==> src/rtl/core/pbhs_pkg.sv <==
// Package for the page buffer history store.
// Holds sizes, codes and the control and status structs shared by all modules.
// No dependencies.
`default_nettype none
package pbhs_pkg;

  localparam int PAGE_ELEMENTS = 128;
  localparam int BUFFER_SLOTS  = 4;
  localparam int HISTORY_DEPTH = 4;
  localparam int MAX_PAGES     = 64;
  localparam int TOTAL_ELEMS   = MAX_PAGES * PAGE_ELEMENTS;

  localparam int IDX_W   = 14;
  localparam int DATA_W  = 32;
  localparam int EADDR_W = $clog2(TOTAL_ELEMS);
  localparam int PAGE_W  = 6;
  localparam int SLOT_W  = 2;
  localparam int POS_W   = 2;
  localparam int CNT_W   = $clog2(HISTORY_DEPTH + 1);
  localparam int OFS_W   = $clog2(PAGE_ELEMENTS);
  localparam int HADDR_W = EADDR_W + POS_W;
  localparam int CLR_W   = EADDR_W + 1;
  localparam int PADDR_W = 3;

  localparam int RESET_PAGES_RAW = (8192 + PAGE_ELEMENTS - 1) / PAGE_ELEMENTS;
  localparam int RESET_PAGES = RESET_PAGES_RAW > MAX_PAGES ? MAX_PAGES : RESET_PAGES_RAW;
  localparam logic [IDX_W-1:0] RESET_SIZE = IDX_W'(8192);

  localparam logic CMD_READ  = 1'b0;
  localparam logic CMD_WRITE = 1'b1;
  localparam logic [PADDR_W-1:0] ADDR_ARRAY_SIZE = PADDR_W'(0);

  typedef struct packed {
    logic [CNT_W-1:0] cnt;
    logic [POS_W-1:0] head;
  } meta_t;

  typedef struct packed {
    logic clr;
    logic latch;
    logic lookup;
    logic meta_wr;
    logic rd_latest;
    logic rd_first;
    logic next_entry;
    logic emit_err;
    logic emit_plain;
    logic emit_entry;
  } ctrl_cmd_t;

  typedef struct packed {
    logic clr_done;
    logic out_range;
    logic is_write;
    logic cnt_zero;
    logic entry_last;
    logic out_taken;
  } dp_status_t;

endpackage
`default_nettype wire

==> src/rtl/core/pbhs_ctrl.sv <==
// Controller state machine of the page buffer history store.
// Depends on pbhs_pkg; drives the datapath through ctrl_cmd_t.
`default_nettype none
module pbhs_ctrl
  import pbhs_pkg::*;
(
  input  wire logic       clk,
  input  wire logic       rst,
  input  wire logic       in_valid,
  output logic            in_stall,
  input  wire dp_status_t st,
  output ctrl_cmd_t       cmd
);

  typedef enum logic [2:0] {
    S_CLEAR, S_IDLE, S_LOOKUP, S_META, S_LAT, S_ENT, S_WAIT_END, S_WAIT_ENT
  } state_t;

  state_t state, state_next;

  assign in_stall = (state != S_IDLE);

  always_comb begin
    cmd = '0;
    state_next = state;
    unique case (state)
      S_CLEAR: begin
        if (st.clr_done) begin
          state_next = S_IDLE;
        end else begin
          cmd.clr = 1'b1;
        end
      end
      S_IDLE: begin
        if (in_valid) begin
          cmd.latch = 1'b1;
          state_next = S_LOOKUP;
        end
      end
      S_LOOKUP: begin
        if (st.out_range) begin
          cmd.emit_err = 1'b1;
          state_next = S_WAIT_END;
        end else begin
          cmd.lookup = 1'b1;
          state_next = S_META;
        end
      end
      S_META: begin
        if (st.is_write) begin
          cmd.meta_wr = 1'b1;
          cmd.emit_plain = 1'b1;
          state_next = S_WAIT_END;
        end else if (st.cnt_zero) begin
          cmd.emit_plain = 1'b1;
          state_next = S_WAIT_END;
        end else begin
          cmd.rd_latest = 1'b1;
          state_next = S_LAT;
        end
      end
      S_LAT: begin
        cmd.rd_first = 1'b1;
        state_next = S_ENT;
      end
      S_ENT: begin
        cmd.emit_entry = 1'b1;
        state_next = S_WAIT_ENT;
      end
      S_WAIT_END: begin
        if (st.out_taken) begin
          state_next = S_IDLE;
        end
      end
      S_WAIT_ENT: begin
        if (st.out_taken) begin
          if (st.entry_last) begin
            state_next = S_IDLE;
          end else begin
            cmd.next_entry = 1'b1;
            state_next = S_ENT;
          end
        end
      end
      default: state_next = S_IDLE;
    endcase
  end

  always_ff @(posedge clk) begin
    if (rst) begin
      state <= S_CLEAR;
    end else begin
      state <= state_next;
    end
  end

`ifndef SYNTHESIS
  a_no_accept_in_clear: assert property (@(posedge clk) disable iff (rst)
    (state == S_CLEAR) |-> in_stall) else $error("item taken during clearing pass");
  a_meta_follows_lookup: assert property (@(posedge clk) disable iff (rst)
    (state == S_META) |-> $past(state == S_LOOKUP)) else $error("meta stage out of order");
  a_one_emit: assert property (@(posedge clk) disable iff (rst)
    $onehot0({cmd.emit_err, cmd.emit_plain, cmd.emit_entry})) else $error("double emit");
`endif

endmodule
`default_nettype wire

==> config.mk <==
export PLATFORM = sky130hd
export DESIGN_NAME = pbhs_ctrl
export DESIGN_NICKNAME = d
export VERILOG_FILES = /design/src/rtl/core/pbhs_pkg.sv /design/src/rtl/core/pbhs_ctrl.sv
export SDC_FILE = /design/constraint.sdc
export NUM_CORES = 1
export LEC_CHECK = 0
export BUFFER_PORTS_ARGS = -buffer_cell sky130_fd_sc_hd__buf_2
export CAP_MARGIN = 20
export CORE_AREA = 3 3 40 42
export CTS_CLUSTER_SIZE = 30
export DETAILED_ROUTE_END_ITERATION = 6
export DIE_AREA = 0 0 43 45
export HOLD_SLACK_MARGIN = 0.08
export PLACE_DENSITY = 0.44
export SKIP_CTS_REPAIR_TIMING = 1
export SYNTH_ARGS = -nofsm -noshare
export SYNTH_HDL_FRONTEND = slang
export SYNTH_SLANG_ARGS = --single-unit
==> constraint.sdc <==
create_clock -name clk -period 2.76 [get_ports clk]
set_input_delay 0.276 -clock clk [delete_from_list [all_inputs] [get_ports clk]]
set_output_delay 0.276 -clock clk [all_outputs]
set_load 0.01 [all_outputs]
## Yosys cells after proc, flatten, opt, wreduce, memory -nomap -nowiden

Cells that the tools add are included.

| word-level totals | value |
|---|---|
| flip-flop bits (word level) | 3 |
| input port bits | 9 |
| output and inout bits | 11 |
| logic and storage cells | 44 |

| operators by class | value |
|---|---|
| eq/ne operators | 12 |
| mux-type cells | 29 |
| reductions and logical operators | 2 |

Operators by type and width:

| cell | number |
|---|---|
| 3-bit one-hot mux with 8 select lines | 1 |
| 3-bit 2-to-1 mux | 7 |
| 1-bit 2-to-1 mux | 19 |
| 3-bit == test, second input constant | 4 |
| 2-bit inequality test, second input constant | 4 |
| 3-bit by 2-bit == test with 1-bit output, second input constant | 2 |
| 2-bit 2-to-1 mux | 2 |
| 4-bit AND reduction | 1 |
| 3-bit by 1-bit == test with 1-bit output, second input constant | 1 |
| 3-bit zero test | 1 |
| 3-bit by 1-bit inequality test with 1-bit output, second input constant | 1 |

## Logic depth before layout (Yosys ltp)

Gate-level depths: netlist (run 1).

| depth | value |
|---|---|
| depth after elaboration | 3 |
| mapped depth | 4 |
| depth with buffers taken out | 3 |

## Worst setup path after synthesis (run 1)

OpenSTA, ideal clock, no wires.

| timing | value |
|---|---|
| kind | reg2out |
| start point | reg state[1] |
| end point | out cmd[5] (netlist bit) |
| arrival time | 0.936 ns |
| required time | 2.484 ns |
| setup slack | 1.548 ns |
| stages on the path, launching flop included | 4 |
| path buffers | 0 |
| path through | dfxtp_1 -> nor2b_1 -> nand2_1 -> nor3_1 |

RTL lines:

| item | line | RTL |
|---|---|---|
| start: declaration | pbhs_ctrl.sv:19 | `state_t state, state_next;` |
| start signal: assignment | pbhs_ctrl.sv:93 | `state <= state_next;` |
| end: declaration | pbhs_ctrl.sv:12 | `output ctrl_cmd_t cmd` |

==> results of run 1 <==
## power by group
part | internal, mW | switching [mW]
Sequential | 0.0490 | 0.0147
Combinational | 0.0240 | 0.0244
Clock | 0.0541 | 0.0218
## layout by cell type, fill, tap and decap left out
cell type,netlist,layout
clkbuf_4,0,3
nor3b_1,1,1
a21oi_1,3,3
o211ai_1,1,1
nand2_1,2,2
nor3_1,4,4
o21ai_0,1,1
and3_1,2,2
a211o_1,1,1
a211oi_1,1,1
nor2_1,3,3
nand3_1,2,2
a31oi_1,1,1
nor4_1,1,1
buf_2,2,19
dfxtp_1,3,3
inv_1,2,2
or3_1,1,1
nor2b_1,1,1
nand3b_1,1,1
and3b_1,1,1
inv_2,1,1
clkbuf_1,0,1
## how the worst max path moves through the flow
stage	to	slack, ps
after floorplan	cmd[5]	1550
after global placement	cmd[8]	1450
after detailed placement	cmd[5]	1440
after CTS	cmd[5]	1190
after global routing	cmd[5]	980
final	cmd[5]	1200
## cells in the mapped netlist (2+ instances only)
cell	instances
nor3_1	4
a21oi_1	3
dfxtp_1	3
nor2_1	3
and3_1	2
buf_2	2
inv_1	2
nand2_1	2
nand3_1	2
## layer usage
layer  wire length, um  share of wire, %
met1               340                48
met5                 0                 0
met4                 0                 0
met2               331                47
met3                36               5.1
## kinds of logic (layout without fill, tap and decap cells)
kind of cell / Yosys count / count (layout) / synth area share (%)
AOI/OAI and AO/OA: 8 / 8 / 21.3
DFF: 3 / 3 / 25.5
buffers and inverters: 5 / 26 / 9.04
and+or+nand+nor: 19 / 19 / 44.2
## critical path: stages (launching register included)
cell	delay [ps]
dfxtp_1	450
nor2b_1	230
nand2_1	90
nor3_1	130
buf_2	150
## layout make-up
type                    count  share of cell area [%]
multi-input cells          27                    42.1
clock buffers               4                    7.19
flip-flops and latches      3                    16.4
well taps                  15                    5.14
inverters                   3                    3.08
repair buffers             19                    26.0
## through the flow
step / hold slack [ps] / setup WS, ps / utilization [%] / total power, mW / instances
2_1_floorplan: 345 / 1550 / - / 0.0921 / 35
3_3_place_gp: 480 / 1450 / 26.4 / 0.114 / 67
3_5_place_dp: 484 / 1440 / 26.4 / 0.113 / 67
4_1_cts: 243 / 1190 / 28.4 / 0.192 / 71
5_1_grt: 233 / 981 / 28.4 / 0.205 / 71
6_report: 242 / 1200 / 28.4 / 0.188 / 71
==> flow_metrics.py, run 1 <==
metrics = {
    "timing": {
        "slew_headroom_pct": 71.3,
        "period_share_pct": 56.6,
        "fmax_mhz": 641,
        "rsz0062_at_grt": "no",
        "setup_viol": 0,
        "hold_violations": 0,
        "slew_viol_final": 0,
        "setup_tns_ps": 0,
        "skew_ps": 1.78,
        "period_needed_ps": 1560,
        "worst_slew_pin_slew_ps": 430,
    },
    "yosys": {
        "synthArstFlopShare_pct": 0,
        "synthesis.nets": 44,
        "synth_top_area_share_pct": 25.5,
        "synth_cell_type_count": 21,
        "synth_top_cell_by_area": "dfxtp_1",
        "synthCells": 35,
        "syn_area_per_cell_um2": 6.72,
        "synth_area_um2": 235,
        "synth-edff-count": 0,
        "ys.flop_type": "dfxtp_1",
        "ys_seq_area_share_pct": 25.5,
        "ys_seq_elements": 3,
        "yosys_warnings": 0,
        "synth_area_leaders": "dfxtp_1, nor3_1, a21oi_1",
    },
    "setup_path": {
        "startpoint_type": "flop",
        "crit_fanout": 8,
        "cp_data_arrival_time_ps": 1290,
        "critical_path_class": "reg -> out",
        "worst_ep_required_time_ps": 2480,
        "r2r.worst_path.cells": 3,
        "rr_endpoint": "state[0]",
        "reg2reg_from": "state[0]",
        "crit_path_start": "state[1]",
        "reg2reg_slack_ps": 1610,
        "cp-end-kind": "output pin",
    },
    "flow_run": {
        "cap_violations": 0,
    },
    "clock_tree": {
        "clockBufferDepth": 2,
        "htree_levels": 1,
        "clkTransAtPathRegs_ps": 40,
        "cts.sinks": 3,
        "cts_buffers": 3,
        "cts_tree": "done",
        "root_buffer": "clkbuf_4",
        "clock_latency_ps": 230,
    },
    "global_route": {
        "grt_max_degree": 16,
        "grt_pass1_vias": 289,
        "grt.busiest_layer": "met2",
        "met1_usage_pct": 10.1,
        "grt_use_met3_pct": 4.38,
        "grt_overflow_total": 0,
        "grt_pass1_wl_um": 1200,
        "grtUsageTotal_pct": 8.15,
        "antenna_found_initial": 0,
        "met2_usage_pct": 11.7,
    },
    "route": {
        "avgViaCountPerCell": 4.51,
        "wl_per_cell_um": 9.96,
        "wl_um": 707,
        "drt_iter0_markers": 6,
        "ant_nets": 0,
        "drt-pass1-iter-count": 4,
        "drc": 0,
        "dr_total_vias": 320,
    },
    "finish": {
        "areaGrowthSynthToFinish_pct": 55.3,
        "largest_register_ffs": 3,
        "fillers": 150,
        "multi_input_area_um2": 154,
        "regMostFlops": "state",
        "reg_top3": "state x3",
        "antenna_cells": 0,
        "drive_above_1_share_pct": 41.1,
        "design_area_um2": 365,
        "layout.nets": 66,
        "final-seq-area_um2": 60.1,
    },
    "floorplan": {
        "num_rows": 13,
        "core_um2": 1280,
        "start_util_pct": 18.3,
        "die_h_um": 45,
        "die_area_um2": 1940,
        "die_x_um": 43,
        "num_io_pins": 20,
    },
    "worst_hold_path": {
        "hp-class": "in -> reg",
        "hold_end": "state[1]",
        "hold_depth": 2,
        "hold_start": "rst",
    },
    "power_and_ir_drop": {
        "p_per_area_nw_per_um2": 515,
        "ir_drop_uv": 236,
        "leakage_nw": 0.192,
    },
    "place": {
        "io_buffers": 19,
        "dp_hpwl_um": 547,
        "gp_routability_congestion": 0.675,
        "dpl_cell_area_um2": 339,
    },
    "outcome": {
        "status": "finished clean",
    },
}
Power figures use the tool's default switching activity.
==> run 2, diff against run 1 <==
clock period = 1.44 ns   (was 2.76 ns; I/O delays follow)
==> flow_metrics.py, run 2 (synthesis gave the netlist of run 1 again) <==
metrics = {
    "route": {
        "drt_iter0_markers": 6,
        "drc": 0,
        "ant_nets": 0,
        "drt-met1-wl_um": 347,
        "dr_total_vias": 321,
        "avgViaCountPerCell": 4.52,
        "met2_length_um": 385,
        "wl_met3_um": 36,
        "drt-pass1-iter-count": 4,
        "wl_per_cell_um": 10.8,
        "top_layer": "met3",
        "wl_um": 768,
    },
    "outcome": {
        "status": "finished clean",
    },
    "finish": {
        "fillers": 153,
        "largest_register_ffs": 3,
        "final_common_cell": "buf_2",
        "final-seq-area_um2": 63.8,
        "antenna_cells": 0,
        "regMostFlops": "state",
        "multi_input_area_um2": 161,
        "fin_util_pct": 29.3,
        "layout.nets": 66,
        "reg_top3": "state x3",
        "drive_above_1_share_pct": 50.0,
        "areaGrowthSynthToFinish_pct": 60.1,
    },
    "setup_path": {
        "r2r.worst_path.cells": 3,
        "worst_ep_required_time_ps": 1300,
        "reg2reg_slack_ps": 370,
        "cp-end-kind": "output pin",
        "cpMaxStageDelayCell": "or3_1",
        "crit_chain": "or3_1 -> nor2_1 -> buf_2",
        "cp_data_arrival_time_ps": 1190,
        "critical_path_class": "reg -> out",
        "startpoint_type": "flop",
        "crit_fanout": 11,
        "reg2reg_from": "state[2]",
        "rr_endpoint": "state[0]",
        "cp_slowest_stage_delay_ps": 380,
    },
    "timing": {
        "skew_ps": 0.736,
        "setup_viol": 0,
        "worst_hold_slack_ps": 107,
        "setup_tns_ps": 0,
        "fmax_mhz": 747,
        "rsz0062_at_grt": "no",
        "worst_slew_pin_slew_ps": 280,
        "hold_violations": 0,
        "slew_headroom_pct": 81.1,
        "period_share_pct": 93.0,
        "slew_viol_final": 0,
        "period_needed_ps": 1340,
    },
    "power_and_ir_drop": {
        "p_sw_mw": 0.119,
        "p_comb_share_pct": 26.2,
        "power_frac_seq_pct": 34.2,
        "ir_drop_uv": 453,
        "leakage_nw": 0.194,
        "p_per_area_nw_per_um2": 972,
        "p_int_mw": 0.247,
        "power_mw": 0.366,
        "power_switching_share_pct": 32.5,
        "clockPowerShare_pct": 39.6,
    },
    "clock_tree": {
        "cts.sinks": 3,
        "cts_tree": "done",
        "cts_buffers": 3,
        "root_buffer": "clkbuf_4",
        "clkTransAtPathRegs_ps": 40,
        "clockBufferDepth": 2,
        "clock_latency_ps": 230,
        "htree_levels": 1,
    },
    "place": {
        "dp_hpwl_um": 547,
        "io_buffers": 19,
        "gp_routability_congestion": 0.675,
    },
    "floorplan": {
        "die_h_um": 45,
        "num_rows": 13,
        "die_area_um2": 1940,
        "die_x_um": 43,
        "num_io_pins": 20,
        "start_util_pct": 18.3,
        "core_um2": 1280,
    },
    "global_route": {
        "grt_max_degree": 16,
        "grt_pass1_vias": 289,
        "grt_pass1_wl_um": 1200,
        "grtUsageTotal_pct": 8.15,
        "antenna_found_initial": 0,
        "grt_overflow_total": 0,
    },
    "worst_hold_path": {
        "hold_end": "state[1]",
        "hp-class": "in -> reg",
        "hold_start": "rst",
        "hold_depth": 2,
    },
    "flow_run": {
        "cap_violations": 0,
    },
}
-- run 2: changes by cell type in the layout (fill, tap and decap cells not counted) --
cell and change:
dfxtp_1 -3, dfxtp_2 +3, nor2b_1 -1, nor2b_2 +1, nor3_1 -1, nor3_2 +1
-- run 2: critical path, delay by kind of cell (launching register included) --
kind / cells / cell delay [ps]
flip-flops: 1 / 370
buffers and inverters: 1 / 130
AND/OR/NAND/NOR: 2 / 470
-- run 2: area by class of cell --
type                            count  area share (%)
Multi-Input combinational cell     27            42.9
Timing Repair Buffer               19            25.2
Sequential cell                     3            16.9
Clock buffer                        4            6.98
Tap cell                           15            4.98
Inverter                            3            2.99
-- run 2: power groups by stage --
stage | clock [mW] | combinational (mW) | sequential (mW)
5_1_grt | 0.163 | 0.108 | 0.129
6_report | 0.145 | 0.0960 | 0.125
3_3_place_gp | 0 | 0.0946 | 0.124
3_5_place_dp | 0 | 0.0934 | 0.123
2_1_floorplan | 0 | 0.0717 | 0.105
4_1_cts | 0.152 | 0.0940 | 0.122
-- run 2: metrics by stage --
| stage | cells | area (um^2) | worst slack, ps |
|---|---|---|---|
| after floorplan | 35 | 235 | 360 |
| after global placement | 67 | 339 | 261 |
| after detailed placement | 67 | 339 | 251 |
| after CTS | 71 | 365 | 1.22 |
| after global routing | 71 | 377 | 7.35 |
| final | 71 | 377 | 101 |
-- run 2: worst max path at each step --
stage / start / end / slack [ps] / depth (start not counted)
floorplan: state[1] / cmd[5] / 360 / 3
global placement: state[0] / cmd[8] / 260 / 3
detailed placement: state[1] / cmd[5] / 250 / 4
CTS: state[1] / cmd[5] / 1 / 4
global route: state[1] / cmd[5] / 7 / 4
finish: state[2] / cmd[9] / 100 / 3
-- run 2: layer usage --
layer / track usage [%] / up-vias
met5: 0 / -
met4: 3.61 / 0
met3: 4.38 / 0
met2: 11.7 / 8
met1: 10.1 / 143
li1: - / 170
